--- config.mk ---
export PLATFORM = sky130hd
export DESIGN_NAME = gdc_ram
export DESIGN_NICKNAME = d
export VERILOG_FILES = /design/src/rtl/core/gdc_ram.sv
export SDC_FILE = /design/constraint.sdc
export NUM_CORES = 1
export LEC_CHECK = 0
export BUFFER_PORTS_ARGS = -buffer_cell sky130_fd_sc_hd__buf_2
export CAP_MARGIN = 25
export CORE_UTILIZATION = 25
export DETAILED_ROUTE_END_ITERATION = 8
export GPL_TIMING_DRIVEN = 0
export PLACE_DENSITY_LB_ADDON = 0.25
export RECOVER_POWER = 100
export SLEW_MARGIN = 20
export SYNTH_ARGS = -nofsm -noshare
export SYNTH_HDL_FRONTEND = slang
export SYNTH_SLANG_ARGS = --single-unit
--- constraint.sdc ---
create_clock -name clk -period 2.6 [get_ports clk]
set_input_delay 0.26 -clock clk [delete_from_list [all_inputs] [get_ports clk]]
set_output_delay 0.26 -clock clk [all_outputs]
set_load 0.02 [all_outputs]
--- src/rtl/core/gdc_ram.sv ---
// Generic single-port-write, single-port-read RAM with registered read data.
// No dependencies.
`default_nettype none

module gdc_ram #(
	parameter int WIDTH = 16,
	parameter int DEPTH = 69
) (
	input  logic                                     clk,
	input  logic                                     we,
	input  logic [(DEPTH > 1 ? $clog2(DEPTH) : 1)-1:0] waddr,
	input  logic [WIDTH-1:0]                         wdata,
	input  logic                                     re,
	input  logic [(DEPTH > 1 ? $clog2(DEPTH) : 1)-1:0] raddr,
	output logic [WIDTH-1:0]                         rdata
);

	logic [WIDTH-1:0] mem [DEPTH];

	// write port, then registered read port
	always_ff @(posedge clk) begin
		if (we)
			mem[waddr] <= wdata;
		if (re)
			rdata <= mem[raddr];
	end

endmodule

`default_nettype wire

==> flow_summary.toml <==
[timing]
slew_viol_final = 637
min_period_over_period = 1.06
finalSetupViolCount = 5
tns_ns = -0.221
slew_headroom = -0.257
min_period_ns = 2.75
setup_slack_ns = -0.153
fin_skew_ns = 0.0365
max_freq_mhz = 363
rsz0062_at_grt = "no"
worst_pin_slew_ns = 1.88
hold_viol = 0

[layout]
drive_gt1_frac = 0.269
nFillCells = 16500
syn2layout_area_growth_pct = 16.7
final_nets = 2166
fin_util = 0.295

[synthesis]
synthesis.nets = 1956
async_flop_share = 0
synth_area_sq_mm = 0.0430
synth_seq_area_share = 0.782
ys.flop_type = "edfxtp_1"
yosysWarnings = 0
yosys-top-cells-area = "edfxtp_1 (78%), mux4_2 (14%), mux2i_1 (1.8%)"
synth_common_cells = "edfxtp_1 (1120), mux4_2 (259), mux2i_1 (78)"
synth_area_per_cell_sq_um = 22.4
synth_top_area_share = 0.782
ys_ff_latch = 1120
yosys.cell_count.top_type = "edfxtp_1"
ys_types = 34
netlist_instances = 1923
synth-edff-count = 1120
yosysTopAreaCell = "edfxtp_1"

[place]
dp_slack_ns = -1.33
dpl.hpwl_um = 82100
portBuffers = 43
place_congestion = 0.820

[die]
die_y_um = 417
core_region_area_sq_mm = 0.170
pin_count = 49
start_util = 0.253
num_rows = 151
die_x_um = 417
dieArea_sq_mm = 0.174

[clock_tree]
cts_num_sinks = 1120
cts-root-buf = "clkbuf_16"
clock_latency_ns = 0.74
numCtsBuffers = 114
cts_tree = "done"
cts_setup_buffers = 0
htreeDepth = 3
clk_pin_slew_ns = 0.06
cts_buffer_depth = 3

[route]
drtPass1Iterations = 5
first_iter_violations = 1975
route.vias.total = 20900
route.detailed.drc = 0
wire_per_inst_um = 27.6
wl_um = 123000
viasPerCell = 4.69
postRouteAntennaNets = 0

[outcome]
violations = "capacitance limit, slew limit, setup timing"
status = "complete, but fails checks"

[pwr]
ir_drop_mv = 0.489
p_leak_nw = 15.3
powerDensity_mw_per_mm2 = 762
total_power_mw = 38.3

[hold_path]
worstHoldPathCells = 3
hp-class = "input port to flip-flop"

[setup_path]
slowest_stage = "a221oi_1"
cp_cell_sequence = "mux4_2 -> mux2_2 -> a221oi_1 -> o211ai_1"
cpLargestDelayFamily = "compound AO/OA/AOI/OAI gates"
endpoint_kind = "flip-flop"
cp.arrival_ns = 3.12
critPathMaxStageDelay_ns = 0.88
cp.required_ns = 2.97
critPathLaunchType = "flip-flop"
crit_cells = 4
critPathKind = "flip-flop to flip-flop"
r2r_cells = 4
worst-path-buf-inv = 0
critPathMaxFanout = 1

[global_route]
grt.total_usage = 0.141
grt_pass1_vias = 21600
grt.overflow.total = 0
antenna_found_initial = 14
grt_max_degree = 70
grt_pass1_wl_um = 171000

[flow_run]
cap_violations = 13
[where the power goes]
| part | internal (mW) | total, mW | switching (mW) | leakage (nW) |
|---|---|---|---|---|
| combinational | 0.643 | 1.99 | 1.35 | 3.36 |
| sequential | 20.0 | 20.0 | 0.0240 | 10.1 |
| clock | 9.38 | 16.3 | 6.89 | 1.81 |
[worst min-delay path, cell delays in order]
cell and delay [ns]:
clkbuf_1 0.18, nand2_1 0.18, nor3_1 0.17
[cells by family (layout without fill, tap and decap cells)]
logic type / count (synthesis) / in the layout / synth area share
flops: 1120 / 1120 / 0.782
mux: 363 / 363 / 0.161
compound gates: 145 / 145 / 0.0249
other cells: 0 / 6 / 0
buf+inv: 104 / 410 / 0.0127
simple gates: 191 / 191 / 0.0196
[area by class of cell]
type	count	area [sq um]	share of cell area
Clock buffer	138	3010	0.0599
Multi-Input combinational cell	699	8980	0.179
Sequential cell	1120	33600	0.670
Buffer	102	587	0.0117
Inverter	1	3.75	0.0000748
Clock inverter	74	681	0.0136
Antenna cell	6	15.0	0.000299
Timing Repair Buffer	95	520	0.0104
Tap cell	2218	2780	0.0553
[placed cells by master (no fill, tap or decap), drive strengths merged]
| master | instances |
|---|---|
| a2111oi | 3 |
| a211oi | 6 |
| a21boi | 7 |
| a21o | 7 |
| a21oi | 8 |
| a221oi | 16 |
| a22oi | 49 |
| and2 | 4 |
| buf | 71 |
| bufinv | 12 |
| clkbuf | 253 |
| clkdlybuf4s15 | 1 |
| clkinv | 59 |
| clkinvlp | 1 |
| diode | 6 |
| dlygate4sd3 | 9 |
| dlymetal6s2s | 1 |
| edfxtp | 1120 |
| inv | 3 |
| mux2 | 26 |
| mux2i | 78 |
| mux4 | 259 |
| nand2 | 57 |
| nand2b | 7 |
| nand3 | 16 |
| nand3b | 4 |
| nand4 | 2 |
| nor2 | 75 |
| nor2b | 18 |
| nor3 | 7 |
| nor3b | 1 |
| o2111ai | 9 |
| o211ai | 15 |
| o21ai | 15 |
| o221ai | 7 |
| o22ai | 3 |
[state kept, by name, indices dropped and copies added, names as in the netlist]
signal	cells
mem	1104
rdata	16
[final timing paths]
kind / start / slack (ns) / endpoint
min: waddr[0] / 0.29 / mem[41][14]
max: mem[5][1] / -0.15 / rdata[1]
min reg2reg: mem[68][11] / 0.73 / rdata[11]
max reg2reg: mem[5][1] / -0.15 / rdata[1]
[metrics by stage]
step | hold WS (ns) | instance area (sq um) | cells
detailed placement | 0.568 | 47000 | 4226
CTS | 0.0424 | 50800 | 4446
global placement | 0.700 | 46000 | 4184
finish | 0.289 | 50200 | 4453
global route | 0.324 | 50200 | 4449
floorplan | 0.359 | 43000 | 1923
[routing by layer]
metal / part of all wire / wire length, um / up-vias / GRT usage
met4: 0.026 / 3250 / 8 / 0.0457
met5: 0.00027 / 33 / - / 0
met2: 0.50 / 61500 / 633 / 0.239
li1: - / - / 8595 / -
met3: 0.051 / 6250 / 189 / 0.0182
met1: 0.42 / 51700 / 11500 / 0.186
[repair_timing]
item | in CTS | in global routing
hold endpoints to repair | 139 | 0
gates resized for setup | 29 | 14
endpoints found under the setup margin | 14 | 9
hold buffers | 9 | 0
pin swaps | 0 | 1
Power figures use the tool's default switching activity.
