--- src/rtl/core/gdc_pkg.sv ---
// Shared types, constants and helper functions for the distortion chain core.
// No dependencies; gdc_mul, gdc_div and the core top level import this package.
`default_nettype none

package gdc_pkg;

	// configuration port
	localparam int CFG_W     = 24;
	localparam int CFG_IDX_W = 3;

	localparam logic [CFG_IDX_W-1:0] CFG_PRE_GAIN = 3'd0;
	localparam logic [CFG_IDX_W-1:0] CFG_HPF_WCT  = 3'd1;
	localparam logic [CFG_IDX_W-1:0] CFG_LPF_WCT  = 3'd2;
	localparam logic [CFG_IDX_W-1:0] CFG_LPF_DAMP = 3'd3;

	// shared multiplier and divider widths
	localparam int MUL_A_W = 34;
	localparam int MUL_B_W = 32;
	localparam int MUL_P_W = MUL_A_W + MUL_B_W;
	localparam int DIV_N_W = 64;
	localparam int DIV_D_W = 32;

	// clipper and exponential constants
	localparam int CLIP_Q_OFS = 26843546;
	localparam int CLIP_NEAR  = 1342;
	localparam int CLIP_LIMIT = 16777216;
	localparam int CLIP_BIAS  = -33634167;
	localparam int EXP_K      = 193635251;
	localparam int LN2_Q30    = 744261118;
	localparam int Q30_ONE    = 1 << 30;

	localparam int PROTO_TAPS = 69;
	localparam int PROTO_HALF = 35;

	localparam logic signed [15:0] PROTO_COEF [PROTO_HALF] = '{
		-16'sd7, -16'sd18, -16'sd35, -16'sd54, -16'sd66, -16'sd61, -16'sd29,
		16'sd33, 16'sd118, 16'sd206, 16'sd268, 16'sd274, 16'sd206, 16'sd69,
		-16'sd107, -16'sd264, -16'sd340, -16'sd288, -16'sd100, 16'sd182,
		16'sd467, 16'sd639, 16'sd601, 16'sd310, -16'sd188, -16'sd751,
		-16'sd1175, -16'sd1243, -16'sd796, 16'sd209, 16'sd1664, 16'sd3325,
		16'sd4864, 16'sd5951, 16'sd6343
	};

	// 2^(-2^-i), i = 1..8, in Q.30
	localparam logic [29:0] POW2_FRAC [8] = '{
		30'd759250125, 30'd902905651, 30'd984625594, 30'd1028218693,
		30'd1050733751, 30'd1062175491, 30'd1067942999, 30'd1070838486
	};

	typedef enum logic [4:0] {
		ST_IDLE,
		ST_FIR,
		ST_FIRQ,
		ST_HPN,
		ST_HPD,
		ST_PG,
		ST_PGR,
		ST_EXP_S,
		ST_EXP_F,
		ST_EXP_ML,
		ST_EXP_MW,
		ST_EXP_Y,
		ST_EXP_YW,
		ST_EXP_YY,
		ST_EXP_P,
		ST_EXP_MP,
		ST_EXP_E,
		ST_CLIP_VE,
		ST_CLIP_DS,
		ST_CLIP_DW,
		ST_CLIP_F,
		ST_LPF_W,
		ST_LPF_D,
		ST_LPF_A,
		ST_LPF_N1,
		ST_LPF_N2,
		ST_LPF_N3,
		ST_LPF_DW,
		ST_OUT
	} state_t;

	// symmetric prototype coefficient; taps past the prototype weigh zero
	function automatic logic signed [15:0] tap_coef(input logic [6:0] n);
		logic [6:0] m;
		m = (n < 7'(PROTO_HALF)) ? n : 7'(PROTO_TAPS - 1) - n;
		if (n >= 7'(PROTO_TAPS))
			return 16'sd0;
		return PROTO_COEF[m[5:0]];
	endfunction

	// clamp a wide signed value to the 32-bit range
	function automatic logic signed [31:0] sat32(input logic signed [MUL_P_W-1:0] v);
		if (v > MUL_P_W'(64'sh7fffffff))
			return 32'sh7fffffff;
		if (v < -MUL_P_W'(64'sh80000000))
			return 32'sh80000000;
		return v[31:0];
	endfunction

endpackage

`default_nettype wire

--- src/rtl/core/gdc_mul.sv ---
// Shared signed multiplier with a registered product.
// Depends on gdc_pkg for operand widths.
`default_nettype none

module gdc_mul (
	input  logic                               clk,
	input  logic signed [gdc_pkg::MUL_A_W-1:0] a,
	input  logic signed [gdc_pkg::MUL_B_W-1:0] b,
	output logic signed [gdc_pkg::MUL_P_W-1:0] p
);
	import gdc_pkg::*;

	// register the product for use in the following cycle
	always_ff @(posedge clk) begin
		p <= MUL_P_W'(a) * MUL_P_W'(b);
	end

endmodule

`default_nettype wire

--- config.mk ---
export PLATFORM = sky130hd
export DESIGN_NAME = gdc_mul
export DESIGN_NICKNAME = d
export VERILOG_FILES = /design/src/rtl/core/gdc_pkg.sv /design/src/rtl/core/gdc_mul.sv
export SDC_FILE = /design/constraint.sdc
export NUM_CORES = 2
export LEC_CHECK = 0
export BUFFER_PORTS_ARGS = -buffer_cell sky130_fd_sc_hd__buf_2
export CORE_MARGIN = 4
export CORE_UTILIZATION = 40
export CTS_CLUSTER_DIAMETER = 80
export DETAILED_ROUTE_END_ITERATION = 12
export PLACE_DENSITY_LB_ADDON = 0.1
export SLEW_MARGIN = 20
export SYNTH_ARGS = -nofsm -noshare
export SYNTH_HDL_FRONTEND = slang
export SYNTH_SLANG_ARGS = --single-unit
--- constraint.sdc ---
create_clock -name clk -period 9.8 [get_ports clk]
set_input_delay 0.49 -clock clk [delete_from_list [all_inputs] [get_ports clk]]
set_output_delay 0.49 -clock clk [all_outputs]
set_load 0.03 [all_outputs]
==> metrics <==
outcome=complete, no violations; cell row count=about 120; area of the core=98400 µm²; Worst-path clk slew=0.07 ns; max FFs per register=66; Vias=around 27000; htree depth=3; kind of critical path=in2reg; CTS Sinks=66; most common cell after layout, fill and taps aside=fa_1; post-synthesis mux area share=0%; crit-path max FO=20; Unique masters post-synth=61; final setup margin=1.13 ns; Synth Area in Compound Gates=3.79%; io pins=133; Setup WS pre-CTS=0.781 ns; Initial Util=40.3%; Least-Margin Pin Slew=0.991 ns; Post-synth EDFFs=0; # Max-Cap Violations=0; full die area=104000 µm²; share of layout cells above drive strength 1=approximately 5.8%; Die Y=between 300 and 400 µm; CP Capture Type=flip-flop; xor/xnor share of the synthesized area=1.61%; Die Width=323 µm; initial antenna violation count=5; Tmin final=8.67 ns; CTS Buf Count=9; mean post-synth cell area=between 9 and 10 µm²; post-route ant nets=0; Worst slew margin=33.7%; gp weighted congestion=0.865; final hold viol count=0; RSZ-0062 raised after global routing=false; largest net degree at the start of global routing=35; root buf cell=clkbuf_16; Worst Hold Path Cells=2; Final Slew Violations=0; Seq cells post-synth=66; arrival time at the worst endpoint=between 9 and 10 ns; Final Core Density=a little over two fifths; Congestion Overflow GR=0; register area share after synthesis=under 10%; most frequent cells in the layout=1142 x fa_1, 1053 x inv_1, 565 x nand2_1; Critical Path RT=around 10 ns; Critical Path Source=b[13]; drc violations=0; post-DR wirelength/cell=around 22 µm; CTS tree=done; CP Launch Type=primary input; dpl hpwl=about 110000 µm; final wirelength=124000 µm; Hold Slack=0.771 ns; ys flop type=dfxtp_1; Simple-Gate Fraction of Synth Area=between 10% and 20%; HP Class=in2reg; CTS max path bufs=2; area delta synth->final=5.69%; mapped cell area=39700 µm²; post-CTS setup buffer count=0; Final Net Count=5594; WHS Endpoint=p[0]; fin crit share=88.5%; async set-or-reset flop fraction in the synthesized netlist=0%; most flop-heavy register=p; Post-Synth Adder-Cell Area=a little under two thirds; first-pass GRT wire length=slightly below 200000 µm; Ys Warns=0; Final setup viols=0; post-cts resize count=0; Syn Inst Count=4212; largest registers=p (66); Fmax=0.115 GHz; hold path start=b[0]; syn nets=5609; DRT Pass-1 Iters=9; Sum Neg Setup Slack=0 ns; Tot GR Track Use=25.1%; largest family of logic cells by synthesized area=adder cells; hold_buf cts=0; post-DR vias/cell=4.99; DRT iter0 DRCs=around 1400; number of port buffers=132; vias in the first global route=30539
[metrics by stage]
stage | std cells | area [µm²]
floorplan | 4212 | 39700
global placement | 5473 | 41600
detailed placement | 5473 | 41600
CTS | 5489 | 41900
global route | 5489 | 41900
finish | 5495 | 42000
[logic make-up after synthesis]
logic type / count (synthesis)
buffers and inverters: 1280
DFF: 66
AOI/OAI and AO/OA: 219
xor gates and xnor gates: 73
adders and majority gates: 1330
and+or+nand+nor: 1244
[Yosys cell counts, drive strengths merged, types with 32 or more instances]
| cell | number | area (µm²) |
|---|---|---|
| ha | 188 | 2350 |
| a21o | 32 | 240 |
| inv | 1053 | 3950 |
| nand2 | 566 | 2130 |
| o21ai | 37 | 189 |
| fa | 1142 | 22900 |
| and2 | 534 | 3340 |
| a21oi | 75 | 383 |
| dfxtp | 66 | 1320 |
| nor2 | 64 | 240 |
| xnor2 | 52 | 455 |
| clkbuf | 219 | 822 |
[critical path, stage by stage]
cell	delay, ns
buf_2	0.43
buf_4	0.34
and2_1	0.18
fa_1	0.46
fa_1	0.55
inv_1	0.13
fa_1	0.53
fa_1	0.51
inv_1	0.05
fa_1	0.64
fa_1	0.46
fa_1	0.59
fa_1	0.53
ha_1	0.47
a21oi_1	0.37
o21ai_0	0.20
a2111oi_1	0.74
a21o_1	0.26
and3_4	0.24
o21ai_0	0.17
o41ai_1	0.46
xnor2_1	0.16
[cell type report]
type / instances / area, µm²
antenna: 6 / 15.0
sequential: 66 / 1320
inverter: 1053 / 3950
clock buffer: 10 / 239
timing repair buffer: 201 / 1190
clock inverter: 6 / 65.1
tap: 1287 / 1610
fill: 9866 / 56500
multi-input combinational: 2866 / 33600
[per-layer routing]
| metal | wire [µm] | vias to the layer above | GRT usage, % |
|---|---|---|---|
| met2 | 59900 | 667 | 41.4 |
| li1 | - | 11923 | - |
| met3 | 7400 | 90 | 4.28 |
| met5 | 13 | - | 0 |
| met1 | 54300 | 14722 | 35.6 |
| met4 | 1960 | 2 | 4.55 |
[worst max-delay path by stage]
| stage | endpoint | slack [ns] | cells after the start |
|---|---|---|---|
| floorplan | p[65] | 2.06 | 23 |
| global placement | p[59] | 0.72 | 22 |
| detailed placement | p[59] | 0.78 | 21 |
| CTS | p[59] | 1.21 | 21 |
| global route | p[64] | 0.69 | 27 |
| finish | p[59] | 1.13 | 22 |
Power is not shown: default switching activity piles up to over one toggle a cycle in this logic, so the estimate is an artifact.
