--- src/rtl/core/gdc_pkg.sv ---
// Shared types, constants and helper functions for the distortion chain core.
// No dependencies; gdc_mul, gdc_div and the core top level import this package.
`default_nettype none

package gdc_pkg;

	// configuration port
	localparam int CFG_W     = 24;
	localparam int CFG_IDX_W = 3;

	localparam logic [CFG_IDX_W-1:0] CFG_PRE_GAIN = 3'd0;
	localparam logic [CFG_IDX_W-1:0] CFG_HPF_WCT  = 3'd1;
	localparam logic [CFG_IDX_W-1:0] CFG_LPF_WCT  = 3'd2;
	localparam logic [CFG_IDX_W-1:0] CFG_LPF_DAMP = 3'd3;

	// shared multiplier and divider widths
	localparam int MUL_A_W = 34;
	localparam int MUL_B_W = 32;
	localparam int MUL_P_W = MUL_A_W + MUL_B_W;
	localparam int DIV_N_W = 64;
	localparam int DIV_D_W = 32;

	// clipper and exponential constants
	localparam int CLIP_Q_OFS = 26843546;
	localparam int CLIP_NEAR  = 1342;
	localparam int CLIP_LIMIT = 16777216;
	localparam int CLIP_BIAS  = -33634167;
	localparam int EXP_K      = 193635251;
	localparam int LN2_Q30    = 744261118;
	localparam int Q30_ONE    = 1 << 30;

	localparam int PROTO_TAPS = 69;
	localparam int PROTO_HALF = 35;

	localparam logic signed [15:0] PROTO_COEF [PROTO_HALF] = '{
		-16'sd7, -16'sd18, -16'sd35, -16'sd54, -16'sd66, -16'sd61, -16'sd29,
		16'sd33, 16'sd118, 16'sd206, 16'sd268, 16'sd274, 16'sd206, 16'sd69,
		-16'sd107, -16'sd264, -16'sd340, -16'sd288, -16'sd100, 16'sd182,
		16'sd467, 16'sd639, 16'sd601, 16'sd310, -16'sd188, -16'sd751,
		-16'sd1175, -16'sd1243, -16'sd796, 16'sd209, 16'sd1664, 16'sd3325,
		16'sd4864, 16'sd5951, 16'sd6343
	};

	// 2^(-2^-i), i = 1..8, in Q.30
	localparam logic [29:0] POW2_FRAC [8] = '{
		30'd759250125, 30'd902905651, 30'd984625594, 30'd1028218693,
		30'd1050733751, 30'd1062175491, 30'd1067942999, 30'd1070838486
	};

	typedef enum logic [4:0] {
		ST_IDLE,
		ST_FIR,
		ST_FIRQ,
		ST_HPN,
		ST_HPD,
		ST_PG,
		ST_PGR,
		ST_EXP_S,
		ST_EXP_F,
		ST_EXP_ML,
		ST_EXP_MW,
		ST_EXP_Y,
		ST_EXP_YW,
		ST_EXP_YY,
		ST_EXP_P,
		ST_EXP_MP,
		ST_EXP_E,
		ST_CLIP_VE,
		ST_CLIP_DS,
		ST_CLIP_DW,
		ST_CLIP_F,
		ST_LPF_W,
		ST_LPF_D,
		ST_LPF_A,
		ST_LPF_N1,
		ST_LPF_N2,
		ST_LPF_N3,
		ST_LPF_DW,
		ST_OUT
	} state_t;

	// symmetric prototype coefficient; taps past the prototype weigh zero
	function automatic logic signed [15:0] tap_coef(input logic [6:0] n);
		logic [6:0] m;
		m = (n < 7'(PROTO_HALF)) ? n : 7'(PROTO_TAPS - 1) - n;
		if (n >= 7'(PROTO_TAPS))
			return 16'sd0;
		return PROTO_COEF[m[5:0]];
	endfunction

	// clamp a wide signed value to the 32-bit range
	function automatic logic signed [31:0] sat32(input logic signed [MUL_P_W-1:0] v);
		if (v > MUL_P_W'(64'sh7fffffff))
			return 32'sh7fffffff;
		if (v < -MUL_P_W'(64'sh80000000))
			return 32'sh80000000;
		return v[31:0];
	endfunction

endpackage

`default_nettype wire

--- src/rtl/core/gdc_div.sv ---
// Restoring unsigned divider, one quotient bit per cycle.
// Depends on gdc_pkg for operand widths.
`default_nettype none

module gdc_div (
	input  logic                        clk,
	input  logic                        arst_n,
	input  logic                        start,
	input  logic [gdc_pkg::DIV_N_W-1:0] dividend,
	input  logic [gdc_pkg::DIV_D_W-1:0] divisor,
	output logic                        done,
	output logic [gdc_pkg::DIV_N_W-1:0] quotient
);
	import gdc_pkg::*;

	localparam int CW = $clog2(DIV_N_W + 1);

	logic [DIV_D_W-1:0] rem_q;
	logic [DIV_D_W-1:0] dvs_q;
	logic [DIV_N_W-1:0] quo_q;
	logic [CW-1:0]      cnt_q;
	logic               done_q;
	logic [DIV_D_W+1:0] trial;
	logic               ge;

	// trial subtract of the shifted remainder
	always_comb begin
		trial = {1'b0, rem_q, quo_q[DIV_N_W-1]} - {2'b00, dvs_q};
		ge    = !trial[DIV_D_W+1];
	end

	// step counter and completion flag
	always_ff @(posedge clk or negedge arst_n) begin
		if (!arst_n) begin
			cnt_q  <= '0;
			done_q <= 1'b0;
		end else begin
			done_q <= !start && (cnt_q == CW'(1));
			if (start)
				cnt_q <= CW'(DIV_N_W);
			else if (cnt_q != '0)
				cnt_q <= cnt_q - CW'(1);
		end
	end

	// shift remainder and quotient
	always_ff @(posedge clk) begin
		if (start) begin
			rem_q <= '0;
			dvs_q <= divisor;
			quo_q <= dividend;
		end else if (cnt_q != '0) begin
			rem_q <= ge ? trial[DIV_D_W-1:0] : {rem_q[DIV_D_W-2:0], quo_q[DIV_N_W-1]};
			quo_q <= {quo_q[DIV_N_W-2:0], ge};
		end
	end

	assign done     = done_q;
	assign quotient = quo_q;

endmodule

`default_nettype wire

--- config.mk ---
export PLATFORM = sky130hd
export DESIGN_NAME = gdc_div
export DESIGN_NICKNAME = d
export VERILOG_FILES = /design/src/rtl/core/gdc_pkg.sv /design/src/rtl/core/gdc_div.sv
export SDC_FILE = /design/constraint.sdc
export NUM_CORES = 1
export LEC_CHECK = 0
export ABC_CLOCK_PERIOD_IN_PS = 3600
export BUFFER_PORTS_ARGS = -buffer_cell sky130_fd_sc_hd__buf_2
export CORE_MARGIN = 8
export CORE_UTILIZATION = 55
export DETAILED_ROUTE_END_ITERATION = 7
export PLACE_DENSITY_LB_ADDON = 0.1
export SLEW_MARGIN = 20
export SYNTH_ARGS = -nofsm -noshare
export SYNTH_HDL_FRONTEND = slang
export SYNTH_SLANG_ARGS = --single-unit
--- constraint.sdc ---
create_clock -name clk -period 3.6 [get_ports clk]
set_input_delay 0.54 -clock clk [delete_from_list [all_inputs] [get_ports clk]]
set_output_delay 0.54 -clock clk [all_outputs]
set_load 0.1 [all_outputs]
==> summary.txt, run 1 <==
Run status
  • Status: complete, no violations

Route
  • Final wirelength: 18,200 µm
  • DRC: 0
  • Initial DRC Count: 327
  • DR vias: 5,792
  • Drt pass-1 iters: 5
  • Vias per Instance: 5.69
  • Detail Route Antenna Nets: 0
  • WL/cell: 17.9 µm

Critical path
  • Register-to-Register Setup Slack: 470 ps
  • R2r endpoint: rem_q[24]$_SDFFE_PP0P_
  • CP peak stage delay: 550 ps
  • Setup CP Type: register to register
  • Crit path DAT: 3460 ps
  • Worst path slowest cell: or4_1
  • Worst setup path end: rem_q[24]$_SDFFE_PP0P_
  • CP startpoint kind: register
  • Crit path capture type: register
  • Worst path cell trace: inv_1, ha_1, and4_1, nor4b_1, a21oi_1, a311oi_2, o311a_2, nor2_2, buf_4, or4_1, a311oi_2
  • WP data required: 3930 ps
  • Reg2reg path depth: 11
  • CP max FO: 15
  • Most frequent CP cell: a311oi_2
  • Worst r2r src: dvs_q[11]$_DFFE_PP_
  • Crit path from: dvs_q[11]$_DFFE_PP_

Logic synthesis
  • Mapped Cells: 671
  • Netlist cell types: 63
  • Synth Net Count: 805
  • Most numerous cell in the Yosys netlist: edfxtp_1
  • Mean Syn Cell Area: 10.9 µm²
  • Synth area leaders: edfxtp_1, mux2_2, dfxtp_1, ha_1, nand2_1
  • Synth Warn #: 0
  • Post-synthesis sequential area ratio: 50.7%
  • Synth top area share: 39.2%
  • Post-Syn Area: 0.00735 mm²
  • Number of flops mapped to enable cells by yosys: 96
  • Post-synth top area cell: edfxtp_1
  • Commonest cells in the netlist: edfxtp_1, mux2_2, nand2_1
  • #FFs+latches synth: 136
  • Synth Flop Type: edfxtp_1
  • Post-synth ARST share: 5.88%

Finish
  • Post-route cell area: 0.00890 mm²
  • Synth-to-Final Area Change: 21.1%
  • Fin nets: 963
  • N_diodes: 0
  • Share of layout cells above drive strength 1: 33.1%

GRT
  • Total grt overflow: 0
  • Vias in the first global route: 5,926
  • Initial antenna violation count: 0
  • Largest net degree at the start of global routing: 59
  • First-pass GRT wire length: 29,900 µm
  • Total GRT Usage: 21.1%

Place
  • Pre-CTS setup slack: 514 ps
  • PortBufs: 163
  • Final GP Congestion: 0.891
  • Post-DP HPWL: 13,100 µm
  • Area after DPL: 0.00831 mm²

STA
  • Sum of negative setup slack: 0 ps
  • Clk_skew: 9.71 ps
  • Setup violators final: 0
  • Worst-margin pin slew: 630 ps
  • Final hold slack: 288 ps
  • RSZ-0062 raised after global routing: no
  • Final period util: 86.8%
  • Final Slew Violations: 0
  • Rel. slew slack: 58.0%
  • Fin. Hold Viols: 0
  • Worst setup margin: 475 ps
  • F_max: 320 MHz
  • Min Tclk post-route: 3130 ps

Clocking
  • Skew-Pair Late Insertion Delay: 420 ps
  • CTS Sinks: 136
  • CTS root buf: clkbuf_16
  • CTS buffer count: 17
  • CTS tree: built
  • Reg clk slew, reported paths: 60 ps
  • H-tree lvl count: 4
  • Clock buffer depth: 2

Floorplan
  • Total die area: 0.0173 mm²
  • Die W: 132 µm
  • Core ar.: 0.0131 mm²
  • Initial Utilization: 55.9%
  • Top Ports: 164
  • Num rows: 42
  • Chip height: 132 µm

Power and ir drop
  • Pwr per Cell Area: 803 mW/mm²
  • LEAKAGE: 3.95 nW
  • Peak supply drop: 0.623 mV

Job
  • MaxCap Viol Count: 0

Hold path
  • Worst hold-check path type: input port to register
repair_timing:
| action | 4_1_cts | 5_1_grt |
|---|---|---|
| resized for setup | 0 | 0 |
| setup buffers | 0 | 0 |
| hold buffers | 1 | 0 |
| endpoints found under the hold margin | 8 | 0 |
area by class of cell:
type                       count  area, µm²
clock inverter                11        124
clock buffer                  21        450
multi-input combinational    460       3330
fill                        1013       4240
sequential                   136       3720
tap                          176        220
timing repair buffer         173        896
inverter                      41        154
per-stage QoR:
stage	power, mW	instances	util [%]
finish	7.15	1018	67.7
global route	7.51	1018	67.7
CTS	7.18	1018	67.7
detailed placement	5.43	985	63.3
global placement	5.39	985	63.3
floorplan	4.84	671	-
registers in the layout (all words and copies together) (netlist names):
name	flops
dvs_q	32
rem_q	32
quotient	64
cnt_q	7
done	1
logic make-up (layout without fill, tap and decap cells):
family                   after synthesis  in the layout  synth area share [%]
flip-flops                           136            136                  50.7
buffers and inverters                 75            246                  4.09
AND/OR/NAND/NOR                      190            190                  12.2
AO/OA/AOI/OAI                        146            146                  14.1
multiplexers                          66             66                  10.1
adder cells (fa/ha/maj)               35             35                  6.06
XOR/XNOR                              23             23                  2.74
power by group:
part	internal, mW	total, mW	switching (mW)
logic	0.900	3.16	2.26
registers	2.06	2.27	0.211
clock network	1.04	1.72	0.683
cells in the final DEF (no fill, tap or decap), types with 5 or more instances in the layout:
master,count
xor2_1,6
o21a_1,6
nand4_1,7
a311oi_1,19
a21oi_1,33
a31oi_1,6
clkbuf_16,17
o21ai_0,17
a21o_1,21
a211oi_1,6
o211ai_1,5
buf_4,10
nand3_1,10
o31ai_1,5
inv_1,41
edfxtp_1,96
buf_2,162
nor2_1,54
mux2_2,64
and3_1,9
dfrtp_1,8
nor3_1,10
nand2_1,63
dfxtp_1,32
xnor2_1,17
ha_1,34
worst min path at each step:
stage | from | to | slack, ps | cells after the start
6_report | divisor[19] | dvs_q[19]$_DFFE_PP_ | 290 | 1
5_1_grt | divisor[13] | dvs_q[13]$_DFFE_PP_ | 270 | 1
4_1_cts | divisor[13] | dvs_q[13]$_DFFE_PP_ | 270 | 1
3_5_place_dp | arst_n | cnt_q[4]$_DFFE_PN0P_ | 390 | 1
3_3_place_gp | arst_n | cnt_q[4]$_DFFE_PN0P_ | 380 | 1
2_1_floorplan | arst_n | cnt_q[0]$_DFFE_PN0P_ | 240 | 0
layer usage:
metal  wire length, µm  vias up  global-route usage [%]
met2              8320      220                    33.0
li1                  -     2804                       -
met3              1680       26                    7.89
met4               328        0                    8.81
met5                 0        -                       0
met1              7890     2742                    25.6
critical path, delay by kind of cell, from the launching register on:
kind / cells / cell delay (ps)
DFF: 1 / 320
and+or+nand+nor: 4 / 1150
AOI/OAI and AO/OA: 4 / 920
buffers and inverters: 2 / 230
adders and majority gates: 1 / 410
(Power assumes the default switching activity.)
==> inputs of run 2 (changes only) <==
Settings changed: REMOVE_ABC_BUFFERS set to 1.
==> summary.txt, run 2 (synthesis results as in run 1) <==
Critical path
  • CP startpoint kind: register
  • CP peak stage delay: 440 ps
  • Worst path slowest cell: o311a_2
  • Setup CP Type: register to register
  • Most frequent CP cell: a21oi_1
  • Worst path cell trace: ha_1, a21oi_1, o211ai_1, a21oi_1, o2bb2ai_1, o311a_2, nand2b_4, and2_1, o41ai_1
  • CP max FO: 30
  • Crit path DAT: 3440 ps
  • Crit path capture type: register
  • WP data required: 3910 ps

STA
  • Sum of negative setup slack: 0 ps
  • Fin. Hold Viols: 0
  • RSZ-0062 raised after global routing: no
  • Final period util: 86.9%
  • Final Slew Violations: 0
  • Min Tclk post-route: 3130 ps
  • Setup violators final: 0
  • Final hold slack: 289 ps
  • Rel. slew slack: 62.4%
  • F_max: 320 MHz
  • Worst setup margin: 473 ps
  • Worst-margin pin slew: 564 ps
  • Clk_skew: 12.9 ps

Power and ir drop
  • Peak supply drop: 0.532 mV
  • LEAKAGE: 3.96 nW
  • Total power: 7.22 mW
  • Pwr per Cell Area: 808 mW/mm²

Route
  • WL/cell: 17.9 µm
  • Final wirelength: 18,200 µm
  • Initial DRC Count: 312
  • Detail Route Antenna Nets: 0
  • DR vias: 5,700
  • Vias per Instance: 5.60
  • DRC: 0
  • Drt pass-1 iters: 7

Floorplan
  • Num rows: 42
  • Die W: 132 µm
  • Core ar.: 0.0131 mm²
  • Top Ports: 164
  • Initial Utilization: 55.9%
  • Total die area: 0.0173 mm²
  • Chip height: 132 µm

GRT
  • Initial antenna violation count: 1
  • Total GRT Usage: 21.1%
  • Vias in the first global route: 6,061
  • First-pass GRT wire length: 29,700 µm
  • Largest net degree at the start of global routing: 90
  • Total grt overflow: 0

Clocking
  • CTS buffer count: 17
  • Clock buffer depth: 2
  • CTS root buf: clkbuf_16
  • Skew-Pair Late Insertion Delay: 430 ps
  • Reg clk slew, reported paths: 60 ps
  • CTS tree: built
  • CTS Sinks: 136
  • H-tree lvl count: 4

Finish
  • N_diodes: 0
  • Commonest non-fill, non-tap cell in the layout: buf_2
  • Share of layout cells above drive strength 1: 33.3%
  • Max reg flops: 64
  • Filler cell count: 1,026
  • Synth-to-Final Area Change: 21.6%
  • Most frequent cells in the layout: buf_2, edfxtp_1, mux2_2
  • Fin nets: 962

Hold path
  • Worst hold-check path type: input port to register

Place
  • PortBufs: 163
  • Post-DP HPWL: 13,000 µm
  • Final GP Congestion: 0.894
  • Pre-CTS setup slack: 477 ps

Run status
  • Status: complete, no violations

Job
  • MaxCap Viol Count: 0
-- run 2: final cells by class --
class                   instances  area, µm²  area share [%]
well taps                     176        220            2.47
clock buffers                  18        429            4.81
clock inverters                14        174            1.95
flip-flops and latches        136       3720            41.7
inverters                      41        154            1.72
repair buffers                172        901            10.1
multi-input cells             460       3330            37.3
-- run 2: worst paths after layout --
kind / from / endpoint / slack (ps) / depth (start not counted)
setup / recovery: rem_q[20]$_SDFFE_PP0P_ / rem_q[0]$_SDFFE_PP0P_ / 470 / 9
hold / removal: divisor[22] / dvs_q[22]$_DFFE_PP_ / 290 / 1
setup reg to reg: rem_q[20]$_SDFFE_PP0P_ / rem_q[0]$_SDFFE_PP0P_ / 470 / 9
hold reg to reg: rem_q[2]$_SDFFE_PP0P_ / rem_q[2]$_SDFFE_PP0P_ / 490 / 2
max in group asynchronous: arst_n / cnt_q[6]$_DFFE_PN0P_ / 2920 / 2
min in group asynchronous: arst_n / done$_DFF_PN0_ / 500 / 2
-- run 2: critical path: cells and delay by family (launching register included) --
kind	cells	cell delay, ps
DFF	1	350
adders and majority gates	1	410
and+or+nand+nor	2	590
AOI/OAI and AO/OA	6	1660
-- run 2: routing by layer --
layer / routed length (µm) / part of all wire (%) / global-route usage (%)
met3: 1650 / 9.1 / 9.18
met2: 8640 / 48 / 35.0
met4: 255 / 1.4 / 7.28
met1: 7620 / 42 / 23.7
met5: 13 / 0.072 / 0
-- run 2: stage by stage --
stage,instances,utilization (%),area (µm²)
after floorplan,637,-,7200
after global placement,984,63.3,8320
after detailed placement,984,63.3,8320
after CTS,1017,68.0,8930
after global routing,1017,68.0,8930
final,1017,68.0,8930
-- run 2: power breakdown --
part | internal, mW | switching [mW]
combinational | 0.903 | 2.26
clock | 1.09 | 0.690
sequential | 2.06 | 0.214
total | 4.05 | 3.17
-- run 2: what timing repair did --
| action | 4_1_cts | 5_1_grt |
|---|---|---|
| hold endpoints to repair | 8 | 0 |
| setup endpoints to repair | 0 | 0 |
| resized for setup | 0 | 0 |
| hold buffers | 1 | 0 |
| buffers inserted | 0 | 0 |
==> inputs of run 3 (changes only) <==
--- a/config.mk
+++ b/config.mk
@@ -9,2 +9,3 @@
 export BUFFER_PORTS_ARGS = -buffer_cell sky130_fd_sc_hd__buf_2
+export CORE_ASPECT_RATIO = 1.5
 export CORE_MARGIN = 8
--- a/constraint.sdc
+++ b/constraint.sdc
@@ -3,2 +3,2 @@
 set_output_delay 0.54 -clock clk [all_outputs]
-set_load 0.1 [all_outputs]
+set_load 0.01 [all_outputs]
==> summary.txt, run 3 (synthesis results as in run 1) <==
STA
  • Setup violators final: 0
  • F_max: 299 MHz
  • Rel. slew slack: 45.8%
  • Worst setup margin: 254 ps
  • Fin. Hold Viols: 0
  • RSZ-0062 raised after global routing: no
  • Sum of negative setup slack: 0 ps
  • Min Tclk post-route: 3350 ps
  • Final period util: 92.9%
  • Worst-margin pin slew: 814 ps
  • Final Slew Violations: 0
  • Clk_skew: 10.8 ps

Critical path
  • Worst r2r src: dvs_q[11]$_DFFE_PP_
  • Worst setup path end: rem_q[24]$_SDFFE_PP0P_
  • CP max FO: 29
  • Crit path capture type: register
  • Crit path DAT: 3660 ps
  • R2r endpoint: rem_q[24]$_SDFFE_PP0P_
  • CP peak stage delay: 580 ps
  • Worst path cell trace: inv_1, ha_1, and4_1, nor4b_1, a21oi_1, a311oi_2, o311a_2, nor2_2, buf_4, or4_1, a311oi_2
  • WP data required: 3910 ps
  • Setup CP Type: register to register
  • Reg2reg path depth: 11
  • Crit path from: dvs_q[11]$_DFFE_PP_
  • CP startpoint kind: register
  • Register-to-Register Setup Slack: 250 ps
  • Most frequent CP cell: a311oi_2
  • Worst path slowest cell: or4_1

GRT
  • Initial antenna violation count: 1
  • Total GRT Usage: 22.1%
  • First-pass GRT wire length: 29,800 µm
  • Total grt overflow: 0
  • Largest net degree at the start of global routing: 130
  • Vias in the first global route: 6,068

Place
  • Pre-CTS setup slack: 368 ps
  • Final GP Congestion: 0.923
  • PortBufs: 163
  • Post-DP HPWL: 13,500 µm
  • Placed cells: 965
  • Area after DPL: 0.00828 mm²

Route
  • Initial DRC Count: 315
  • Final wirelength: 18,800 µm
  • Drt pass-1 iters: 5
  • WL/cell: 18.9 µm
  • DR vias: 5,775
  • Vias per Instance: 5.78
  • DRC: 0
  • Detail Route Antenna Nets: 0

Floorplan
  • Die W: 110 µm
  • Total die area: 0.0174 mm²
  • Chip height: 158 µm
  • Initial Utilization: 56.4%
  • Num rows: 51
  • Top Ports: 164
  • Core ar.: 0.0130 mm²

Hold path
  • Worst hold-check path type: input port to register

Clocking
  • Clock buffer depth: 2
  • Skew-Pair Late Insertion Delay: 420 ps
  • H-tree lvl count: 4
  • CTS root buf: clkbuf_16
  • CTS buffer count: 17
  • Reg clk slew, reported paths: 60 ps
  • CTS Sinks: 136
  • Resized cells post-CTS: 0
  • # Post-CTS Setup Buffers: 0
  • CTS tree: built

Finish
  • Fin nets: 960
  • Final cell count without fillers: 999
  • Commonest non-fill, non-tap cell in the layout: buf_2
  • Max reg flops: 64
  • Layout Utilization: 68.1%
  • Post-route cell area: 0.00887 mm²
  • Most frequent cells in the layout: buf_2, edfxtp_1, mux2_2
  • Share of layout cells above drive strength 1: 32.9%
  • Synth-to-Final Area Change: 20.7%

Power and ir drop
  • Sw Pwr: 2.12 mW
  • Logic pwr share: 34.7%
  • Peak supply drop: 0.366 mV
  • Sw frac: 34.8%
  • Sequential group share of total power: 37.3%
  • LEAKAGE: 3.95 nW
  • Pwr per Cell Area: 687 mW/mm²
  • Cell internal pwr: 3.97 mW
  • Clock share of power: 28.0%

Job
  • MaxCap Viol Count: 0

Run status
  • Status: complete, no violations
==> run 3: changes by cell type in the layout (fill, tap and decap cells not counted), sizes merged <==
cell / delta
bufinv: -1
inv: +1
diode: +1
buf: -2
clkbuf: -1
clkinvlp: -4
clkinv: +5
==> run 3: metal layers <==
layer / share of wire, % / GRT usage, % / wire (µm)
met3: 8.8 / 8.43 / 1660
met1: 38 / 23.6 / 7110
met5: 0 / 0 / 0
met4: 2.6 / 9.05 / 493
met2: 51 / 37.9 / 9590
==> run 3: worst max-delay path, delay by kind of cell, from the launching register on <==
kind	cells	cell delay [ps]
flip-flops	1	320
AO/OA/AOI/OAI	4	1000
buffers and inverters	2	280
adder cells (fa/ha/maj)	1	410
AND/OR/NAND/NOR	4	1230
==> run 3: what timing repair did <==
item / 4_1_cts / 5_1_grt
hold buffers: 1 / 0
setup endpoints to repair: 0 / 0
hold endpoints to repair: 8 / 0
==> run 3: power groups by stage <==
| stage | Combinational (mW) | Clock, mW | Sequential [mW] |
|---|---|---|---|
| after global routing | 2.34 | 1.79 | 2.32 |
| final | 2.12 | 1.71 | 2.27 |
| after floorplan | 1.38 | 0 | 2.33 |
| after global placement | 2.04 | 0 | 2.28 |
| after CTS | 2.12 | 1.73 | 2.27 |
| after detailed placement | 2.09 | 0 | 2.29 |
==> run 3: worst min-delay path by stage <==
stage / from / end / cells after the start
after global placement: arst_n / done$_DFF_PN0_ / 1
after CTS: divisor[3] / dvs_q[3]$_DFFE_PP_ / 1
after detailed placement: arst_n / done$_DFF_PN0_ / 1
after floorplan: arst_n / cnt_q[0]$_DFFE_PN0P_ / 0
final: divisor[3] / dvs_q[3]$_DFFE_PP_ / 1
after global routing: divisor[3] / dvs_q[3]$_DFFE_PP_ / 1
==> run 3: final cells by class <==
type	count	area (µm²)
timing repair buffer	170	886
inverter	41	154
clock inverter	15	148
antenna	1	2.50
sequential	136	3720
fill	1045	4150
clock buffer	17	425
tap	159	199
multi-input combinational	460	3330
==> run 3: through the flow <==
step	hold WS, ps	power [mW]
finish	294	6.09
detailed placement	390	4.39
floorplan	244	3.71
global route	277	6.45
global placement	397	4.32
CTS	286	6.12
